### config.mk
export PLATFORM = sky130hd
export DESIGN_NAME = rpha_hash_step
export DESIGN_NICKNAME = d
export VERILOG_FILES = /design/src/design/rpha_pkg.sv /design/src/design/rpha_hash_step.sv
export SDC_FILE = /design/constraint.sdc
export NUM_CORES = 1
export LEC_CHECK = 0
export BUFFER_PORTS_ARGS = -buffer_cell sky130_fd_sc_hd__clkbuf_2
export CAP_MARGIN = 20
export CORE_MARGIN = 4
export CORE_UTILIZATION = 46
export DETAILED_ROUTE_END_ITERATION = 8
export GPL_TIMING_DRIVEN = 0
export PLACE_DENSITY = 0.81
export SKIP_LAST_GASP = 1
export SYNTH_ARGS = -nofsm -noshare
export SYNTH_HDL_FRONTEND = slang
export SYNTH_SLANG_ARGS = --single-unit
export TNS_END_PERCENT = 50
### constraint.sdc
create_clock -name vclk -period 2.38
set_clock_uncertainty 0.05 [all_clocks]
set_input_delay 0.357 -clock vclk [all_inputs]
set_output_delay 0.357 -clock vclk [all_outputs]
set_load 0.01 [all_outputs]
### src/design/rpha_pkg.sv
// Shared types and constants for the record parse, hash and aggregate block.
package rpha_pkg;

    localparam logic [7:0] CHAR_ZERO  = 8'h30;
    localparam logic [7:0] CHAR_NINE  = 8'h39;
    localparam logic [7:0] CHAR_MINUS = 8'h2D;
    localparam logic [7:0] CHAR_SEMI  = 8'h3B;
    localparam logic [7:0] CHAR_POINT = 8'h2E;
    localparam logic [7:0] CHAR_CR    = 8'h0D;
    localparam logic [7:0] CHAR_LF    = 8'h0A;

    localparam int VALUE_W = 11;
    localparam int SUM_W   = 43;
    localparam int COUNT_W = 32;
    localparam int SLOT_OUT_W = 10;
    localparam int ACCUM_W = 10;

    localparam logic [COUNT_W-1:0] COUNT_MAX = '1;
    localparam logic [ACCUM_W-1:0] ACCUM_MAX = 10'd99;

    typedef enum logic [1:0] {
        STATUS_OK   = 2'd0,
        STATUS_FULL = 2'd1,
        STATUS_LONG = 2'd2
    } status_t;

    typedef enum logic [1:0] {
        PH_NAME   = 2'd0,
        PH_VSTART = 2'd1,
        PH_INT    = 2'd2,
        PH_TENTHS = 2'd3
    } phase_t;

    typedef enum logic [3:0] {
        ST_CLEAR,
        ST_IDLE,
        ST_PROBE_RD,
        ST_PROBE_CHK,
        ST_CMP_RD,
        ST_CMP_CHK,
        ST_COPY_RD,
        ST_COPY_WR,
        ST_UPDATE
    } seq_state_t;

endpackage

### src/design/rpha_hash_step.sv
// One step of the name hash: (hash * 31 + byte) reduced modulo the table size.
module rpha_hash_step
    import rpha_pkg::*;
#(
    parameter int TABLE_ENTRIES = 1024
)
(
    input  logic [$clog2(TABLE_ENTRIES)-1:0] hash,
    input  logic [7:0]                       data_byte,
    output logic [$clog2(TABLE_ENTRIES)-1:0] hash_next
);
    localparam int SW = $clog2(TABLE_ENTRIES);
    localparam int XW = SW + 9;

    logic [XW-1:0] x;

    // The raw product stays below 64 table sizes, so six restoring
    // compare-and-subtract steps leave the remainder.
    always_comb
    begin
        x = (XW'(hash) << 5) - XW'(hash) + XW'(data_byte);
        for (int k = 5; k >= 0; k--)
        begin
            if (x >= (XW'(TABLE_ENTRIES) << k))
            begin
                x = x - (XW'(TABLE_ENTRIES) << k);
            end
        end
        hash_next = x[SW-1:0];
    end

endmodule
* Word-level counts from Yosys, hierarchy flattened *
Cells that the tools add are included.

storage, ports and cells
  flip-flop bits (word level) = 0
  input port bits = 18
  logic and storage cells = 20

cells by class
  add/subtract/negate cells = 8
  order comparisons = 6
  muxes and demuxes = 6

operators with widths
  operator                number
  $mux 19                 5
  $ge 19x11->1 const B    1
  $ge 19x12->1 const B    1
  $ge 19x13->1 const B    1
  $ge 19x14->1 const B    1
  $ge 19x15->1 const B    1
  $ge 19x16->1 const B    1
  $sub 19x12->19 const B  1
  $sub 19x13->19 const B  1
  $sub 19x14->19 const B  1
  $sub 19x15->19 const B  1
  $sub 17x17->18 const B  1
  $add 16x9->17           1
  $sub 15x10->16          1
  $mux 10                 1
  $sub 10x1->10 const B   1

* Depth between registers and ports, before layout *
  depth after elaboration = 14
  mapped depth = 11
  depth with buffers taken out = 11

* Worst setup path after synthesis *
No wires, ideal clock.

  kind = input -> output
  start point = input hash[6]
  end point = output hash_next[9]
  arrival time = 2205 ps
  data required time = 1973 ps
  slack = -232 ps
  stages on the path = 11
  path buffers = 0
  cells stage by stage = inv_1 -> ha_1 -> a21o_1 -> a41oi_1 -> xnor2_1 -> ha_1 -> a41oi_1 -> o21ai_0 -> a31oi_1 -> nor3_2 -> xnor2_1

between the ends
  longest elaborated chain between the ends = 14

RTL lines
  item                                                   line                                        source
  from (decl)                                            rpha_hash_step.sv:8                         input logic [$clog2(TABLE_ENTRIES)-1:0] hash,
  $sub 15x10->16 *                                       rpha_hash_step.sv:21                        x = (XW'(hash) << 5) - XW'(hash) + XW'(data_byte);
  $add 16x9->17 *                                        rpha_hash_step.sv:21
  $sub 17x17->18 / $ge 19x16->1 (equally long branches)  rpha_hash_step.sv:26, rpha_hash_step.sv:24
  $mux 19 *                                              rpha_hash_step.sv:24                        if (x >= (XW'(TABLE_ENTRIES) << k))
  $sub 19x15->19 / $ge 19x15->1 (equally long branches)  rpha_hash_step.sv:26, rpha_hash_step.sv:24
  $mux 19 *                                              rpha_hash_step.sv:24
  $sub 19x14->19 / $ge 19x14->1 (equally long branches)  rpha_hash_step.sv:26, rpha_hash_step.sv:24
  $mux 19 *                                              rpha_hash_step.sv:24
  $sub 19x13->19 / $ge 19x13->1 (equally long branches)  rpha_hash_step.sv:26, rpha_hash_step.sv:24
  $mux 19 *                                              rpha_hash_step.sv:24
  $sub 19x12->19 / $ge 19x12->1 (equally long branches)  rpha_hash_step.sv:26, rpha_hash_step.sv:24
  $mux 19 *                                              rpha_hash_step.sv:24
  $ge 19x11->1 / $sub 10x1->10 (equally long branches)   rpha_hash_step.sv:24, rpha_hash_step.sv:26
  $mux 10 *                                              rpha_hash_step.sv:24
  to (decl)                                              rpha_hash_step.sv:10                        output logic [$clog2(TABLE_ENTRIES)-1:0] hash_next

Mark *: on every way between the ends. The rest lies on a longest branch, timed or not.

* Final worst setup path *
  start point = input hash[2]
  end point = output hash_next[9]

The elaborated chain is that of the path after synthesis.

==> metrics.md <==
| Metric | Value |
|---|---|
| Post-DP HPWL | 1.28 mm |
| Setup TNS | -1.13 ns |
| Io pins | 28 |
| GPL Wtd Cong | 0.865 |
| Startpoint Class | input port |
| Antenna violations before repair | 0 |
| Drt total wl | 1.80 mm |
| Worst hold margin | 0.965 ns |
| PD cells | 388 mW/mm2 |
| HP Class | input port to output pin |
| Slew Viols, Final | 0 |
| Sequential cell count | 0 |
| Overall Global Routing Usage | 18.0% |
| CP required | 1.97 ns |
| Ant. Diodes | 0 |
| Avg Inst Size Synth | 7.63 um2 |
| Die area | 0.00203 mm2 |
| Remaining Overflow, GRT | 0 |
| Sequential area share after synthesis | 0% |
| Drt wl/cell | 13.2 um |
| Yosys warns | 0 |
| Failing checks | setup timing |
| Nets | 155 |
| Number of max-cap violations | 0 |
| Fin. Hold Viols | 0 |
| DRT iter0 DRCs | 9 |
| Crit path kind | input port to output pin |
| Min cycle time layout | 2.67 ns |
| Drt via density | 5.60 |
| Largest family of logic cells by synthesized area | adder cells |
| Post-Synth Adder-Cell Area | 28.9% |
| Non-Filler Instances | 136 |
| Mux cell area share after synthesis | 0% |
| # DRC | 0 |
| Net Count, Synth | 115 |
| Mapped Cells | 83 |
| Status | finished, violations left |
| Starting density of the core | 48.7% |
| Pin count of the biggest net entering global routing | 7 |
| Crit. End Element | output pin |
| Lkg Pwr | 0.485 nW |
| Max transition margin | 80.5% |
| Vert. Die Dim | 45.1 um |
| Placed cells | 126 |
| Count of cell types in the netlist | 28 |
| XOR/XNOR Fraction of Synth Area | 20.8% |
| Synth Area in Simple Gates | 20.6% |
| Core Area | 0.00130 mm2 |
| FP Rows | 13 |
| First-pass GRT wire length | 2.90 mm |
| ANT nets after route | 0 |
| Number of buffers inserted by port buffering | 28 |
| Chip width | 45.1 um |
| CLK BUF | 0 |
| Final worst slack | -0.286 ns |
| Cell area after synthesis | 633 um2 |
| Final period utilization | 112% |
| Maximum fanout along the worst path | 6 |
| Layout area overhead | 64.6% |
| Slew @ Worst Pin | 0.291 ns |
| DR pass1 iterations | 4 |
| Critical path arrival | 2.26 ns |
| Number of global-route vias before repair | 733 |
| Maximum VDD drop | 0.000191 V |
| Number of vias in the routed layout | 762 |
| RSZ-0062 raised after global routing | true |
| # setup viols final | 6 |
| Max Fclk | 375 MHz |
| Seq. cell area | 0 um2 |
| Synth Area in Compound Gates | 24.5% |
| Fraction of layout instances using a drive strength above 1 | 50.4% |
[worst max-delay path, cell delays in order]
cell and delay (ns):
buf_6 0.12, nor3_4 0.25, xnor2_1 0.11, ha_1 0.35, nand2_1 0.08, o211ai_1 0.29, buf_4 0.18, a31oi_2 0.09
nor3_2 0.15, xnor2_1 0.13, buf_2 0.14
[report_power, final]
part           internal, mW  switching (mW)  total, mW
clock                     0               0          0
sequential                0               0          0
combinational         0.203           0.202      0.405
[placed cells by master (no fill, tap or decap), types with 2 or more instances in the layout]
master     n
xor2_1     2
inv_1      6
a21o_1     2
buf_4     10
nor3_1     2
buf_2      2
o21ai_2    2
ha_4       3
xnor2_1   12
ha_1      10
nor3_2     2
nor2_1     4
a21oi_1    5
nand2_1    7
o21ai_0    2
a41oi_2    3
clkbuf_2  22
[cell type report]
class | instances | area [um2]
multi-input combinational | 74 | 708
timing repair buffer | 38 | 267
fill | 93 | 259
inverter | 9 | 48.8
tap | 15 | 18.8
[final timing paths]
kind    startpoint      endpoint  slack [ns]  depth (start not counted)
min   data_byte[0]  hash_next[0]        0.96                          3
max        hash[2]  hash_next[9]       -0.29                         11
[logic make-up after synthesis]
family	count (synthesis)
simple gates	23
compound gates	22
xor+xnor	15
fa+ha+maj	14
buf+inv	9
[what timing repair did]
action / CTS / global route
hold buffers: 0 / 0
setup endpoints to repair: 5 / 6
setup buffers: 8 / 2
endpoints found under the hold margin: 0 / 0
cloned: 0 / 0
resized for setup: 11 / 16
pin swaps: 17 / 17
[layer usage]
layer | share of wire, % | track usage [%] | vias up | routed length, um
li1 | - | - | 378 | -
met1 | 39 | 21.8 | 362 | 696
met2 | 55 | 34.2 | 20 | 995
met3 | 4.7 | 1.20 | 2 | 85
met4 | 1.3 | 3.51 | 0 | 23
met5 | 0 | 0 | - | 0
[cells in the mapped netlist (all sizes together)]
| cell | n | area [um2] |
|---|---|---|
| o21ai | 4 | 20.0 |
| a41oi | 3 | 26.3 |
| a2111oi | 1 | 8.76 |
| o41ai | 1 | 8.76 |
| o21a | 1 | 8.76 |
| and3 | 1 | 6.26 |
| nand2b | 1 | 6.26 |
| or3b | 1 | 8.76 |
| o211ai | 2 | 20.0 |
| or2 | 1 | 6.26 |
| inv | 9 | 33.8 |
| xor2 | 2 | 17.5 |
| a31oi | 1 | 6.26 |
| nand3 | 1 | 5.00 |
| a21oi | 6 | 33.8 |
| nor2 | 4 | 15.0 |
| nor3 | 5 | 40.0 |
| nand2 | 7 | 26.3 |
| a21o | 2 | 15.0 |
| ha | 13 | 163 |
| nand4b | 1 | 8.76 |
| fa | 1 | 20.0 |
| xnor2 | 13 | 114 |
| o21bai | 1 | 7.51 |
| nor3b | 1 | 7.51 |
[through the flow]
stage | power (mW) | area [um2] | utilization, % | setup WS, ns
after floorplan | 0.240 | 706 | - | -0.0632
after global placement | 0.330 | 865 | 66.4 | -0.406
after detailed placement | 0.340 | 865 | 66.4 | -0.439
after CTS | 0.376 | 982 | 75.5 | -0.330
after global routing | 0.445 | 1040 | 80.1 | -0.422
final | 0.405 | 1040 | 80.1 | -0.286
No activity file was read; power rests on OpenSTA's default activity.
